[src/multi_source_trigger_qualifier_top_assert.svh]
// assertion macros used by the qualifier back end
`ifndef MULTI_SOURCE_TRIGGER_QUALIFIER_TOP_ASSERT_SVH
`define MULTI_SOURCE_TRIGGER_QUALIFIER_TOP_ASSERT_SVH

// same-cycle implication, disabled in reset
`define MSTQ_ASSERT_NOW(lbl, ante, cons) \
    lbl: assert property (@(posedge clk) disable iff (!rst_n) (ante) |-> (cons)) \
        else $error("mstq assertion failed");

// next-cycle implication, disabled in reset
`define MSTQ_ASSERT_NXT(lbl, ante, cons) \
    lbl: assert property (@(posedge clk) disable iff (!rst_n) (ante) |=> (cons)) \
        else $error("mstq assertion failed");

`endif

[src/mstq_pkg.sv]
package mstq_pkg;

    localparam logic [1:0] CMD_POLL   = 2'd0;
    localparam logic [1:0] CMD_TOUCH  = 2'd1;
    localparam logic [1:0] CMD_MANUAL = 2'd2;

    localparam logic [1:0] REG_ENABLE   = 2'd0;
    localparam logic [1:0] REG_DEBOUNCE = 2'd1;
    localparam logic [1:0] REG_INTERVAL = 2'd2;
    localparam logic [1:0] REG_HOLDOFF  = 2'd3;

    localparam logic [3:0]  ENABLE_RESET   = 4'd7;
    localparam logic [15:0] DEBOUNCE_RESET = 16'd200;
    localparam logic [31:0] INTERVAL_RESET = 32'd30000;
    localparam logic [15:0] HOLDOFF_RESET  = 16'd5000;

    localparam logic [7:0] SENSOR_INTENSITY = 8'd100;
    localparam logic [7:0] AUTO_INTENSITY   = 8'd50;

    // enable mask bits
    localparam int EN_TOUCH    = 0;
    localparam int EN_APPROACH = 1;
    localparam int EN_VOICE    = 2;
    localparam int EN_AUTO     = 3;

    typedef enum logic [2:0] {
        TYPE_UNKNOWN  = 3'd0,
        TYPE_TOUCH    = 3'd1,
        TYPE_APPROACH = 3'd2,
        TYPE_VOICE    = 3'd3,
        TYPE_AUTO     = 3'd4
    } trig_type_t;

    typedef enum logic [1:0] {
        OP_POLL,
        OP_TOUCH,
        OP_MANUAL,
        OP_NONE
    } op_t;

    typedef struct packed {
        op_t         op;
        logic [31:0] now_ms;
        logic        voice_level;
        logic        approach_level;
        logic        playing;
        logic [2:0]  manual_type;
        logic [7:0]  manual_intensity;
    } item_t;

    typedef struct packed {
        trig_type_t  ev_type;
        logic [31:0] ev_time;
        logic [7:0]  intensity;
        logic [31:0] type_count;
        logic [31:0] total_fired;
    } event_t;

endpackage

[src/mstq_front.sv]
module mstq_front (
    input  logic            clk,
    input  logic            rst_n,
    input  logic            in_valid,
    output logic            in_stall,
    input  logic [1:0]      cmd,
    input  logic [31:0]     now_ms,
    input  logic            voice_level,
    input  logic            approach_level,
    input  logic            playing,
    input  logic [2:0]      manual_type,
    input  logic [7:0]      manual_intensity,
    output logic            q_valid,
    output mstq_pkg::item_t q_item,
    input  logic            q_pop
);

    mstq_pkg::item_t fifo_reg [2];
    logic            wr_ptr_reg;
    logic            rd_ptr_reg;
    logic [1:0]      count_reg;
    logic [1:0]      count_next;
    mstq_pkg::item_t item_dec;
    logic            push;

    // classify the incoming transaction
    always_comb
    begin
        item_dec.now_ms           = now_ms;
        item_dec.voice_level      = voice_level;
        item_dec.approach_level   = approach_level;
        item_dec.playing          = playing;
        item_dec.manual_type      = manual_type;
        item_dec.manual_intensity = manual_intensity;
        case (cmd)
            mstq_pkg::CMD_POLL:   item_dec.op = mstq_pkg::OP_POLL;
            mstq_pkg::CMD_TOUCH:  item_dec.op = mstq_pkg::OP_TOUCH;
            mstq_pkg::CMD_MANUAL:
            begin
                // manual types above auto are dropped here
                if (manual_type <= 3'(mstq_pkg::TYPE_AUTO))
                    item_dec.op = mstq_pkg::OP_MANUAL;
                else
                    item_dec.op = mstq_pkg::OP_NONE;
            end
            default:              item_dec.op = mstq_pkg::OP_NONE;
        endcase
    end

    assign in_stall = (count_reg == 2'd2);
    assign push     = in_valid && !in_stall;
    assign q_valid  = (count_reg != 2'd0);
    assign q_item   = fifo_reg[rd_ptr_reg];

    always_comb
    begin
        count_next = count_reg;
        if (push && !q_pop)
            count_next = count_reg + 2'd1;
        else if (!push && q_pop)
            count_next = count_reg - 2'd1;
    end

    always_ff @(posedge clk)
    begin
        if (push)
            fifo_reg[wr_ptr_reg] <= item_dec;
    end

    always_ff @(posedge clk or negedge rst_n)
    begin
        if (!rst_n)
        begin
            wr_ptr_reg <= 1'b0;
            rd_ptr_reg <= 1'b0;
            count_reg  <= 2'd0;
        end
        else
        begin
            if (push)
                wr_ptr_reg <= !wr_ptr_reg;
            if (q_pop)
                rd_ptr_reg <= !rd_ptr_reg;
            count_reg <= count_next;
        end
    end

endmodule

[src/mstq_back.sv]
`include "multi_source_trigger_qualifier_top_assert.svh"

module mstq_back #(
    parameter int TIME_WIDTH  = 32,
    parameter int COUNT_WIDTH = 32
) (
    input  logic             clk,
    input  logic             rst_n,
    input  logic             cfg_valid,
    input  logic [1:0]       cfg_index,
    input  logic [31:0]      cfg_data,
    input  logic             q_valid,
    input  mstq_pkg::item_t  q_item,
    output logic             q_pop,
    input  logic             out_stall,
    output logic             out_valid,
    output mstq_pkg::event_t out_ev,
    output logic             out_last
);

    localparam int CMPW = (TIME_WIDTH > 32) ? TIME_WIDTH : 32;

    typedef enum logic {
        ST_STEP,
        ST_FLUSH
    } state_t;

    typedef enum logic [1:0] {
        STEP_VOICE,
        STEP_APPROACH,
        STEP_AUTO
    } step_t;

    // configuration
    logic [3:0]  enable_reg;
    logic [15:0] debounce_reg;
    logic [31:0] interval_reg;
    logic [15:0] holdoff_reg;

    // qualifier state
    logic [TIME_WIDTH-1:0]  touch_last_reg;
    logic [TIME_WIDTH-1:0]  approach_last_reg;
    logic [TIME_WIDTH-1:0]  voice_last_reg;
    logic [TIME_WIDTH-1:0]  auto_last_reg;
    logic [TIME_WIDTH-1:0]  global_last_reg;
    logic                   voice_seen_reg;
    logic                   approach_seen_reg;
    logic [COUNT_WIDTH-1:0] type_cnt_reg [4];
    logic [COUNT_WIDTH-1:0] all_cnt_reg;

    // sequencer and output side
    state_t           state_reg;
    state_t           state_next;
    step_t            step_reg;
    step_t            step_next;
    logic             pend_valid_reg;
    logic             pend_valid_next;
    mstq_pkg::event_t pend_ev_reg;
    mstq_pkg::event_t pend_ev_next;
    logic             out_valid_reg;
    logic             out_valid_next;
    mstq_pkg::event_t out_ev_reg;
    mstq_pkg::event_t out_ev_next;
    logic             out_last_reg;
    logic             out_last_next;

    logic [TIME_WIDTH-1:0]  now_t;
    logic                   is_voice;
    logic                   is_appr;
    logic                   is_auto;
    logic                   is_touch;
    logic                   is_manual;
    logic                   final_step;
    logic                   attempt;
    logic [TIME_WIDTH-1:0]  src_last;
    logic [TIME_WIDTH-1:0]  since_src;
    logic [TIME_WIDTH-1:0]  since_glob;
    logic [TIME_WIDTH-1:0]  since_auto;
    logic                   deb_ok;
    logic                   hold_ok;
    logic                   src_upd;
    logic                   play_block;
    logic                   auto_fire;
    logic                   fire;
    mstq_pkg::trig_type_t   ev_type;
    logic [2:0]             ev_code;
    logic [7:0]             ev_int;
    logic [1:0]             ctr_idx;
    logic                   has_ctr;
    logic [COUNT_WIDTH-1:0] tc_new;
    logic [COUNT_WIDTH-1:0] all_new;
    mstq_pkg::event_t       new_ev;
    logic                   can_move;
    logic                   step_go;
    logic                   fire_go;

    assign now_t     = TIME_WIDTH'(q_item.now_ms);
    assign is_voice  = (q_item.op == mstq_pkg::OP_POLL) && (step_reg == STEP_VOICE);
    assign is_appr   = (q_item.op == mstq_pkg::OP_POLL) && (step_reg == STEP_APPROACH);
    assign is_auto   = (q_item.op == mstq_pkg::OP_POLL) && (step_reg == STEP_AUTO);
    assign is_touch  = (q_item.op == mstq_pkg::OP_TOUCH);
    assign is_manual = (q_item.op == mstq_pkg::OP_MANUAL);
    assign final_step = (q_item.op != mstq_pkg::OP_POLL) || (step_reg == STEP_AUTO);

    // rising edge of a level, or a touch press, makes an attempt
    always_comb
    begin
        attempt  = 1'b0;
        src_last = touch_last_reg;
        if (is_voice)
        begin
            attempt  = enable_reg[mstq_pkg::EN_VOICE] && q_item.voice_level && !voice_seen_reg;
            src_last = voice_last_reg;
        end
        else if (is_appr)
        begin
            attempt  = enable_reg[mstq_pkg::EN_APPROACH] && q_item.approach_level
                       && !approach_seen_reg;
            src_last = approach_last_reg;
        end
        else if (is_touch)
        begin
            attempt  = enable_reg[mstq_pkg::EN_TOUCH];
        end
    end

    // elapsed times wrap at the time width
    assign since_src  = now_t - src_last;
    assign since_glob = now_t - global_last_reg;
    assign since_auto = now_t - auto_last_reg;

    assign deb_ok     = CMPW'(since_src) >= CMPW'(debounce_reg);
    assign hold_ok    = CMPW'(since_glob) >= CMPW'(holdoff_reg);
    assign src_upd    = attempt && deb_ok;
    assign play_block = src_upd && q_item.playing;
    assign auto_fire  = is_auto && enable_reg[mstq_pkg::EN_AUTO]
                        && (CMPW'(since_auto) >= CMPW'(interval_reg));
    assign fire       = (src_upd && !q_item.playing && hold_ok) || auto_fire || is_manual;

    always_comb
    begin
        ev_type = mstq_pkg::TYPE_TOUCH;
        ev_int  = mstq_pkg::SENSOR_INTENSITY;
        if (is_voice)
            ev_type = mstq_pkg::TYPE_VOICE;
        else if (is_appr)
            ev_type = mstq_pkg::TYPE_APPROACH;
        else if (is_auto)
        begin
            ev_type = mstq_pkg::TYPE_AUTO;
            ev_int  = mstq_pkg::AUTO_INTENSITY;
        end
        else if (is_manual)
        begin
            ev_type = mstq_pkg::trig_type_t'(q_item.manual_type);
            ev_int  = q_item.manual_intensity;
        end
    end

    assign ev_code = ev_type;
    assign has_ctr = (ev_type != mstq_pkg::TYPE_UNKNOWN);
    assign ctr_idx = 2'(ev_code - 3'd1);
    assign tc_new  = type_cnt_reg[ctr_idx] + 1'b1;
    assign all_new = all_cnt_reg + 1'b1;

    always_comb
    begin
        new_ev.ev_type     = ev_type;
        new_ev.ev_time     = 32'(now_t);
        new_ev.intensity   = ev_int;
        new_ev.type_count  = has_ctr ? 32'(tc_new) : 32'd0;
        new_ev.total_fired = 32'(all_new);
    end

    // an event is held back until the next one or the end of the item decides last
    assign can_move = !out_valid_reg || !out_stall;
    assign step_go  = (state_reg == ST_STEP) && q_valid
                      && (can_move || (!pend_valid_reg && !(fire && final_step)));
    assign fire_go  = step_go && fire;
    assign q_pop    = step_go && final_step;

    always_comb
    begin
        state_next      = state_reg;
        step_next       = step_reg;
        pend_valid_next = pend_valid_reg;
        pend_ev_next    = pend_ev_reg;
        out_valid_next  = out_valid_reg && out_stall;
        out_ev_next     = out_ev_reg;
        out_last_next   = out_last_reg;
        case (state_reg)
            ST_STEP:
            begin
                if (step_go)
                begin
                    if (final_step)
                        step_next = STEP_VOICE;
                    else
                    begin
                        case (step_reg)
                            STEP_VOICE:    step_next = STEP_APPROACH;
                            STEP_APPROACH: step_next = STEP_AUTO;
                            default:       step_next = STEP_VOICE;
                        endcase
                    end
                    if (fire && pend_valid_reg)
                    begin
                        out_valid_next = 1'b1;
                        out_ev_next    = pend_ev_reg;
                        out_last_next  = 1'b0;
                        pend_ev_next   = new_ev;
                        if (final_step)
                            state_next = ST_FLUSH;
                    end
                    else if (fire && final_step)
                    begin
                        out_valid_next = 1'b1;
                        out_ev_next    = new_ev;
                        out_last_next  = 1'b1;
                    end
                    else if (fire)
                    begin
                        pend_valid_next = 1'b1;
                        pend_ev_next    = new_ev;
                    end
                    else if (final_step && pend_valid_reg)
                    begin
                        out_valid_next  = 1'b1;
                        out_ev_next     = pend_ev_reg;
                        out_last_next   = 1'b1;
                        pend_valid_next = 1'b0;
                    end
                end
            end
            ST_FLUSH:
            begin
                if (can_move)
                begin
                    out_valid_next  = 1'b1;
                    out_ev_next     = pend_ev_reg;
                    out_last_next   = 1'b1;
                    pend_valid_next = 1'b0;
                    state_next      = ST_STEP;
                end
            end
            default: state_next = ST_STEP;
        endcase
    end

    always_ff @(posedge clk or negedge rst_n)
    begin
        if (!rst_n)
        begin
            state_reg      <= ST_STEP;
            step_reg       <= STEP_VOICE;
            pend_valid_reg <= 1'b0;
            pend_ev_reg    <= '0;
            out_valid_reg  <= 1'b0;
            out_ev_reg     <= '0;
            out_last_reg   <= 1'b0;
        end
        else
        begin
            state_reg      <= state_next;
            step_reg       <= step_next;
            pend_valid_reg <= pend_valid_next;
            pend_ev_reg    <= pend_ev_next;
            out_valid_reg  <= out_valid_next;
            out_ev_reg     <= out_ev_next;
            out_last_reg   <= out_last_next;
        end
    end

    always_ff @(posedge clk or negedge rst_n)
    begin
        if (!rst_n)
        begin
            enable_reg   <= mstq_pkg::ENABLE_RESET;
            debounce_reg <= mstq_pkg::DEBOUNCE_RESET;
            interval_reg <= mstq_pkg::INTERVAL_RESET;
            holdoff_reg  <= mstq_pkg::HOLDOFF_RESET;
        end
        else if (cfg_valid)
        begin
            case (cfg_index)
                mstq_pkg::REG_ENABLE:   enable_reg   <= cfg_data[3:0];
                mstq_pkg::REG_DEBOUNCE: debounce_reg <= cfg_data[15:0];
                mstq_pkg::REG_INTERVAL: interval_reg <= cfg_data;
                mstq_pkg::REG_HOLDOFF:  holdoff_reg  <= cfg_data[15:0];
                default:                enable_reg   <= enable_reg;
            endcase
        end
    end

    always_ff @(posedge clk or negedge rst_n)
    begin
        if (!rst_n)
        begin
            touch_last_reg    <= '0;
            approach_last_reg <= '0;
            voice_last_reg    <= '0;
            auto_last_reg     <= '0;
            global_last_reg   <= '0;
            voice_seen_reg    <= 1'b0;
            approach_seen_reg <= 1'b0;
            type_cnt_reg[0]   <= '0;
            type_cnt_reg[1]   <= '0;
            type_cnt_reg[2]   <= '0;
            type_cnt_reg[3]   <= '0;
            all_cnt_reg       <= '0;
        end
        else if (step_go)
        begin
            // seen bit follows the level while the source is enabled
            if (is_voice && enable_reg[mstq_pkg::EN_VOICE])
                voice_seen_reg <= q_item.voice_level;
            if (is_appr && enable_reg[mstq_pkg::EN_APPROACH])
                approach_seen_reg <= q_item.approach_level;
            if (src_upd && is_voice)
                voice_last_reg <= now_t;
            if (src_upd && is_appr)
                approach_last_reg <= now_t;
            if (src_upd && is_touch)
                touch_last_reg <= now_t;
            if (auto_fire)
                auto_last_reg <= now_t;
            if (fire || play_block)
                global_last_reg <= now_t;
            if (fire)
            begin
                all_cnt_reg <= all_new;
                if (has_ctr)
                    type_cnt_reg[ctr_idx] <= tc_new;
            end
        end
    end

    assign out_valid = out_valid_reg;
    assign out_ev    = out_ev_reg;
    assign out_last  = out_last_reg;

    `MSTQ_ASSERT_NOW(a_flush_has_pend, state_reg == ST_FLUSH, pend_valid_reg)
    `MSTQ_ASSERT_NOW(a_pend_item_open, pend_valid_reg && state_reg == ST_STEP, q_valid)
    `MSTQ_ASSERT_NXT(a_total_counts_fire, fire_go, all_cnt_reg == $past(all_cnt_reg) + 1'b1)
    `MSTQ_ASSERT_NXT(a_total_hold_idle, !fire_go, $stable(all_cnt_reg))

endmodule

[src/multi_source_trigger_qualifier_top.sv]
// channel    direction  handshake               payload
// in         input      in_valid / in_stall     cmd, now_ms, levels, playing, manual fields
// out        output     out_valid / out_stall   trig_kind .. total_fired, last
// cfg        input      cfg_valid / cfg_ready   cfg_index, cfg_data
//
// touch, manual and ignored items take one sequencer cycle; a poll takes three
// (voice, approach, auto steps), plus one cycle when its final event must wait
// behind a held one. a two-entry queue sits between the front and the sequencer.
// reset is asynchronous, active low, and restores the register defaults.
// a stalled output holds the sequencer while an event is held back or a step sends one.
// cfg_ready is always high; writes take effect on the next cycle.
module multi_source_trigger_qualifier_top #(
    parameter int TIME_WIDTH  = 32,
    parameter int COUNT_WIDTH = 32
) (
    input  logic        clk,
    input  logic        rst_n,
    input  logic        in_valid,
    output logic        in_stall,
    input  logic [1:0]  cmd,
    input  logic [31:0] now_ms,
    input  logic        voice_level,
    input  logic        approach_level,
    input  logic        playing,
    input  logic [2:0]  manual_type,
    input  logic [7:0]  manual_intensity,
    output logic        out_valid,
    input  logic        out_stall,
    output logic [2:0]  trig_kind,
    output logic [31:0] event_time,
    output logic [7:0]  intensity,
    output logic [31:0] type_count,
    output logic [31:0] total_fired,
    output logic        last,
    input  logic        cfg_valid,
    output logic        cfg_ready,
    input  logic [1:0]  cfg_index,
    input  logic [31:0] cfg_data
);

    logic             q_valid;
    logic             q_pop;
    mstq_pkg::item_t  q_item;
    mstq_pkg::event_t out_ev;

    assign cfg_ready = 1'b1;

    mstq_front u_front (
        .clk              (clk),
        .rst_n            (rst_n),
        .in_valid         (in_valid),
        .in_stall         (in_stall),
        .cmd              (cmd),
        .now_ms           (now_ms),
        .voice_level      (voice_level),
        .approach_level   (approach_level),
        .playing          (playing),
        .manual_type      (manual_type),
        .manual_intensity (manual_intensity),
        .q_valid          (q_valid),
        .q_item           (q_item),
        .q_pop            (q_pop)
    );

    mstq_back #(
        .TIME_WIDTH  (TIME_WIDTH),
        .COUNT_WIDTH (COUNT_WIDTH)
    ) u_back (
        .clk       (clk),
        .rst_n     (rst_n),
        .cfg_valid (cfg_valid && cfg_ready),
        .cfg_index (cfg_index),
        .cfg_data  (cfg_data),
        .q_valid   (q_valid),
        .q_item    (q_item),
        .q_pop     (q_pop),
        .out_stall (out_stall),
        .out_valid (out_valid),
        .out_ev    (out_ev),
        .out_last  (last)
    );

    assign trig_kind   = out_ev.ev_type;
    assign event_time  = out_ev.ev_time;
    assign intensity   = out_ev.intensity;
    assign type_count  = out_ev.type_count;
    assign total_fired = out_ev.total_fired;

endmodule
[config.mk]
export PLATFORM = sky130hd
export DESIGN_NAME = multi_source_trigger_qualifier_top
export DESIGN_NICKNAME = d
export VERILOG_FILES = /design/src/mstq_pkg.sv /design/src/mstq_front.sv /design/src/mstq_back.sv /design/src/multi_source_trigger_qualifier_top.sv
export VERILOG_INCLUDE_DIRS = /design/src /design/src/src
export SDC_FILE = /design/constraint.sdc
export NUM_CORES = 1
export LEC_CHECK = 0
export ABC_AREA = 1
export BUFFER_PORTS_ARGS = -buffer_cell sky130_fd_sc_hd__buf_2
export CAP_MARGIN = 20
export CORE_ASPECT_RATIO = 1.5
export CORE_UTILIZATION = 60
export DETAILED_ROUTE_END_ITERATION = 16
export PLACE_DENSITY = 0.78
export REMOVE_ABC_BUFFERS = 1
export SLEW_MARGIN = 10
export SYNTH_ARGS = -nofsm -noshare
export SYNTH_HDL_FRONTEND = slang
export SYNTH_SLANG_ARGS = --single-unit
[constraint.sdc]
create_clock -name clk -period 13.6 [get_ports clk]
set_input_delay 2.04 -clock clk [delete_from_list [all_inputs] [get_ports clk]]
set_output_delay 2.04 -clock clk [all_outputs]
set_load 0.05 [all_outputs]
Word level (Yosys, flattened, before mapping) --
Memories as Yosys holds them, arrays and structs flattened. Index checks and enable logic that the tools add are counted.
Storage, ports and cells: memory bits (read-only) 0, memories kept 1, logic and storage cells 207, register bits after elaboration 614, latch bits 0, RAM bits 96
Memory list:
- u_front.fifo_reg | words 2, bits a word 48, rd ports 1, clocked after memory_dff 0, wr ports 1, RTL line mstq_front.sv:18 | mstq_pkg::item_t fifo_reg [2];
Operators by class: order comparisons 6, bitwise logic cells 2, shift operators 0, $add $sub $neg 8, reductions and logical operators 74, multiply operators 0, div/mod/pow operators 0, eq/ne operators 18, mux-type cells 64
Operator list (count):
- $mux W107 | 9
- $pmux W107 S2 | 1
- $mux W32 | 6
- $bwmux W128 | 1
- $sub A32 B32 Y32 | 3
- $add A32 B1 Y32 const B | 2
- $bmux W32 S2 | 1
- $demux W32 S2 | 1
- $ge A32 B16 Y1 | 2
- $ge A32 B32 Y1 | 1
- $mux W8 | 4
- $logic_and A1 B1 Y1 | 30
- $mux W1 | 28
- $reduce_and A2 Y1 | 13
- $eq A2 B2 Y1 const B | 6
- $logic_not A1 Y1 | 12
- $mux W3 | 4
- $eq A2 B1 Y1 const B | 4
- $logic_not A2 Y1 | 4
- $ne A2 B2 Y1 const B | 4
- $ne A4 B4 Y1 const B | 2
- $pmux W1 S2 | 4
- $reduce_and A4 Y1 | 2
- $reduce_bool A2 Y1 | 4
- other kinds (16) | 24

Depth between registers and ports, before layout --
An unclocked memory read counts as a cell.
word-level depth 21, gate-level depth with buffers 45, gate-level depth less buffers 42

Hierarchy --
From an unflattened synthesis, not the netlist that was laid out.
Unflattened totals: cell total of the unflattened synthesis 4927, area total of the unflattened synthesis 39196.3 um2
Modules (own cells, without submodules):
- mstq_back | cells each 4743, times used 1, area each 35439.0 um2
- mstq_front | cells each 182, times used 1, area each 3746.1 um2
- multi_source_trigger_qualifier_top | cells each 2, times used 1, area each 11.3 um2

Worst setup path after synthesis --
No wires, ideal clock.
path kind flip-flop to flip-flop, from register u_front.rd_ptr_reg, to register u_front.count_reg[1], library setup time 131 ps, required time 13469 ps, stages on the path, launching flop included 36, arrival 5921 ps, slack 7548 ps, cells stage by stage dfrtp_1 -> buf_2 -> buf_1 -> mux2i_1 -> ha_1 -> inv_1 -> nand3_1 -> nand2_1 -> a21boi_0 -> o21bai_1 -> a21oi_1 -> o21ai_0 -> a21boi_0 -> inv_1 -> nand2_1 -> nand2_1 -> a21boi_0 -> o21ai_0 -> nand2_1 -> nand2_1 -> xor2_1 -> ha_1 -> a21oi_1 -> o21ai_0 -> a21oi_1 -> nand4_1 -> a31oi_1 -> nand2_4 -> nand2_2 -> nand2_2 -> a21boi_4 -> nand2_1 -> ha_1 -> a21oi_1 -> o21ai_0 -> xor2_1
Between the ends: cells in the longest elaborated chain, start to end 21, elaborated cells between the ends (all ways) 43, those cells by class 3 x add/sub; 3 x order compare; 2 x eq/ne; 6 x mux; 28 x reduce/logical; 1 x memory
Ends and longest elaborated chain:
- from (decl) | RTL line mstq_front.sv:20 | logic rd_ptr_reg;
- from (signal assigned) | RTL line mstq_front.sv:83 | rd_ptr_reg <= !rd_ptr_reg;
- $mem_v2 Z2 W48 (*)
- $logic_not A2 Y1 | RTL line mstq_back.sv:98, mstq_back.sv:99, mstq_back.sv:100
- $logic_and A1 B1 Y1 | RTL line mstq_back.sv:99 | assign is_appr = (q_item.op == mstq_pkg::OP_POLL) && (step_reg == STEP_APPROACH);
- $mux W32 | RTL line mstq_back.sv:115 | else if (is_appr)
- $mux W32 | RTL line mstq_back.sv:110 | if (is_voice)
- $sub A32 B32 Y32 | RTL line mstq_back.sv:128 | assign since_src = now_t - src_last;
- $ge A32 B16 Y1 | RTL line mstq_back.sv:132 | assign deb_ok = CMPW'(since_src) >= CMPW'(debounce_reg);
- $logic_and A1 B1 Y1 | RTL line mstq_back.sv:134 | assign src_upd = attempt && deb_ok;
- [5 not listed]
- $logic_not A1 Y1 | RTL line mstq_back.sv:178 | && (can_move || (!pend_valid_reg && !(fire && final_step)));
- $logic_and A1 B1 Y1 | RTL line mstq_back.sv:178
- $logic_or A1 B1 Y1 | RTL line mstq_back.sv:178
- $logic_and A1 B1 Y1 | RTL line mstq_back.sv:178
- $logic_and A1 B1 Y1 (*) | RTL line mstq_back.sv:180 | assign q_pop = step_go && final_step;
- $logic_not A1 Y1 | RTL line mstq_front.sv:58 | if (push && !q_pop)
- $logic_and A1 B1 Y1 | RTL line mstq_front.sv:58
- $mux W2 or $reduce_bool A2 Y1 (tied branches)
- to (signal assigned) | RTL line mstq_front.sv:84 | count_reg <= count_next;
- to (decl) | RTL line mstq_front.sv:21 | logic [1:0] count_reg;
Mark *: on every way between the ends. The rest lies on a longest branch, timed or not. A chain may end at the register's enable or synchronous reset.

==> flow_summary.json <==
{
  "num_rows": 115,
  "finalWeightedCongestion": 0.9772,
  "pre_cts_ws_ns": 4.707,
  "numCtsBuffers": 69,
  "hold_path.class": "reg2reg",
  "holdPathStages": 2,
  "syn_area_per_cell_um2": 7.611,
  "worst_slack_ns": 4.615,
  "fp.dieW_um": 213.3,
  "arrival_ns": 9.54,
  "cts.sinks": 710,
  "wl_mm": 112.5,
  "detail_route.wl_per_cell_um": 17.86,
  "fin_skew_ns": 0.03260,
  "period_minus_slack_ns": 8.985,
  "start_util_pct": 60.96,
  "clockBufferDepth": 3,
  "status": "complete, no violations",
  "cts-root-buf": "clkbuf_16",
  "min_from": "u_back.out_ev[28]$_DFFE_PN0P_",
  "tritoncts": "yes",
  "fp.dieH_um": 318.9,
  "rsz0062_at_grt": "false",
  "fillers": 5735,
  "required_ns": 14.16,
  "layout-drive-gt1-share_pct": 8.255,
  "syn_area_um2": 40180,
  "cp_max_fo": 72,
  "die_area_um2": 68020,
  "area_growth_pct": 9.801,
  "worstSetupStartpoint": "u_front.rd_ptr_reg$_DFFE_PN0P_",
  "slew_headroom_pct": 26.86,
  "synth_top_cell_by_area": "dfrtp_1",
  "cap_violations": 0,
  "antenna_found_initial": 5,
  "layout.nets": 5613,
  "async_reset_ff_share_pct": 86.48,
  "synth_edf_count": 96,
  "drc": 0,
  "yosysSeqAreaShare_pct": 45.47,
  "synth_seq_cells": 710,
  "largest_reg_flops": 128,
  "netlist_top_cells_area": "dfrtp_1 (37%), nand2_1 (17%), edfxtp_1 (7.2%), o21ai_0 (6.2%), inv_1 (6.2%)",
  "grt_max_degree": 170,
  "grt_pass1_vias": 34230,
  "grtUsageMet3_pct": 4.215,
  "netlist.area_leader.share_pct": 37.12,
  "post_cts_buffers": 0,
  "vias": 35020,
  "finalSetupViolCount": 0,
  "drv_slew": 0,
  "end_kind": "flop",
  "r2r_cells": 37,
  "final-hold-violation-count": 0,
  "grt_util_met1_pct": 38.91,
  "crit_top_cell": "nand2_1",
  "placed_cell_area_um2": 41590,
  "cts_max_level": 3,
  "grt_use_met2_pct": 58.72,
  "layout_worst_path_cycle_share_pct": 66.07,
  "ys.flop_type": "dfrtp_1",
  "ant_nets": 0,
  "overflow": 0,
  "busiest_layer": "met2",
  "port_buffers": 196,
  "clk_pin_slew_ns": 0.06,
  "critPathKind": "reg2reg",
  "core_area_um2": 65900,
  "cts_hold_buffers": 0,
  "clock_latency_ns": 0.65,
  "worstMarginPinSlew_ns": 1.096,
  "reg2reg_from": "u_front.rd_ptr_reg$_DFFE_PN0P_",
  "drt_iter0_drc": 2988,
  "design_area_um2": 44110,
  "postSynthCellCount": 5279,
  "routed_via_density": 5.559,
  "tns_ns": 0,
  "final_cell_mix": "nand2_1 (1768), inv_1 (660), dfrtp_1 (595)",
  "grt_pass1_wl_mm": 178.4,
  "dr.pass1.iters": 8,
  "synthDistinctLibCells": 58,
  "ys_warn_count": 0,
  "cp_slowest_cell": "buf_4",
  "grt.total_usage_pct": 33.58,
  "io-pin-count": 198,
  "fmax_mhz": 111.3,
  "cts_resized": 0,
  "dpl.hpwl_mm": 78.75,
  "cpPeakStageDelay_ns": 0.80,
  "final_common_cell": "nand2_1",
  "cp-start-kind": "flop",
  "final_core_util_pct": 66.94
}
## logic make-up (layout without fill, tap and decap cells)
family | count (synthesis) | in the layout | share of synthesized area [%]
buffers and inverters | 909 | 1045 | 8.994
DFF | 710 | 710 | 45.47
and+or+nand+nor | 2484 | 2484 | 25.16
AOI/OAI and AO/OA | 899 | 899 | 12.73
muxes | 2 | 2 | 0.04983
adders and majority gates | 167 | 167 | 5.257
xor gates and xnor gates | 107 | 107 | 2.333
other | 1 | 8 | 0.009334
## metrics by stage
step,instances,hold WS (ns)
after detailed placement,6160,0.4533
final,6299,0.4640
after global placement,6160,0.4514
after floorplan,5049,0.4457
after global routing,6293,0.4850
after CTS,6287,0.4683
## area by class of cell
type | count | area, um2 | area share (%)
antenna | 7 | 17.52 | 0.03971
inverter | 679 | 2550 | 5.780
clock buffer | 96 | 1992 | 4.515
timing repair buffer | 239 | 1416 | 3.211
clock inverter | 31 | 394.1 | 0.8934
multi-input combinational | 3660 | 18380 | 41.65
sequential | 710 | 18270 | 41.42
tap | 877 | 1097 | 2.487
## worst paths after layout
kind,end,slack (ns)
min reg2reg,u_back.out_ev[28]$_DFFE_PN0P_,0.46
max in group asynchronous,u_back.voice_last_reg[6]$_DFFE_PN0P_,9.97
min in group asynchronous,u_back.out_ev[36]$_DFFE_PN0P_,1.41
min,u_back.out_ev[28]$_DFFE_PN0P_,0.46
max reg2reg,u_back.out_ev[89]$_DFFE_PN0P_,4.61
max,u_back.out_ev[89]$_DFFE_PN0P_,4.61
## routing by layer
layer / up-vias / wire length [um] / share of wire, %
met3: 323 / 5853 / 5.2
met1: 16580 / 42980 / 38
met2: 1104 / 56760 / 50
met4: 0 / 6912 / 6.1
li1: 17010 / - / -
met5: - / 0 / 0
## cell usage after synthesis, types with 10 or more instances
library cell,number
o21bai_1,150
nor3_1,34
dfstp_2,18
nor2_1,237
edfxtp_1,96
inv_2,15
o22ai_1,14
buf_1,29
o211ai_1,14
nand2_1,1770
buf_2,79
nand4_1,32
ha_1,164
o221ai_1,16
nand3_1,347
dfrtp_1,596
or2_2,17
xor2_1,82
a21oi_1,146
nand3b_1,10
inv_1,662
buf_4,19
o21ai_0,498
xnor2_1,25
clkbuf_1,99
o21ai_1,20
## critical path, delay by kind of cell, from the launching register on
kind	cells	cell delay [ns]
DFF	1	0.36
adders and majority gates	2	0.62
xor gates and xnor gates	1	0.15
buffers and inverters	3	1.40
AOI/OAI and AO/OA	8	2.18
and+or+nand+nor	23	4.01
Power is not shown: default switching activity piles up to over one toggle a cycle in this logic, so the estimate is an artifact.
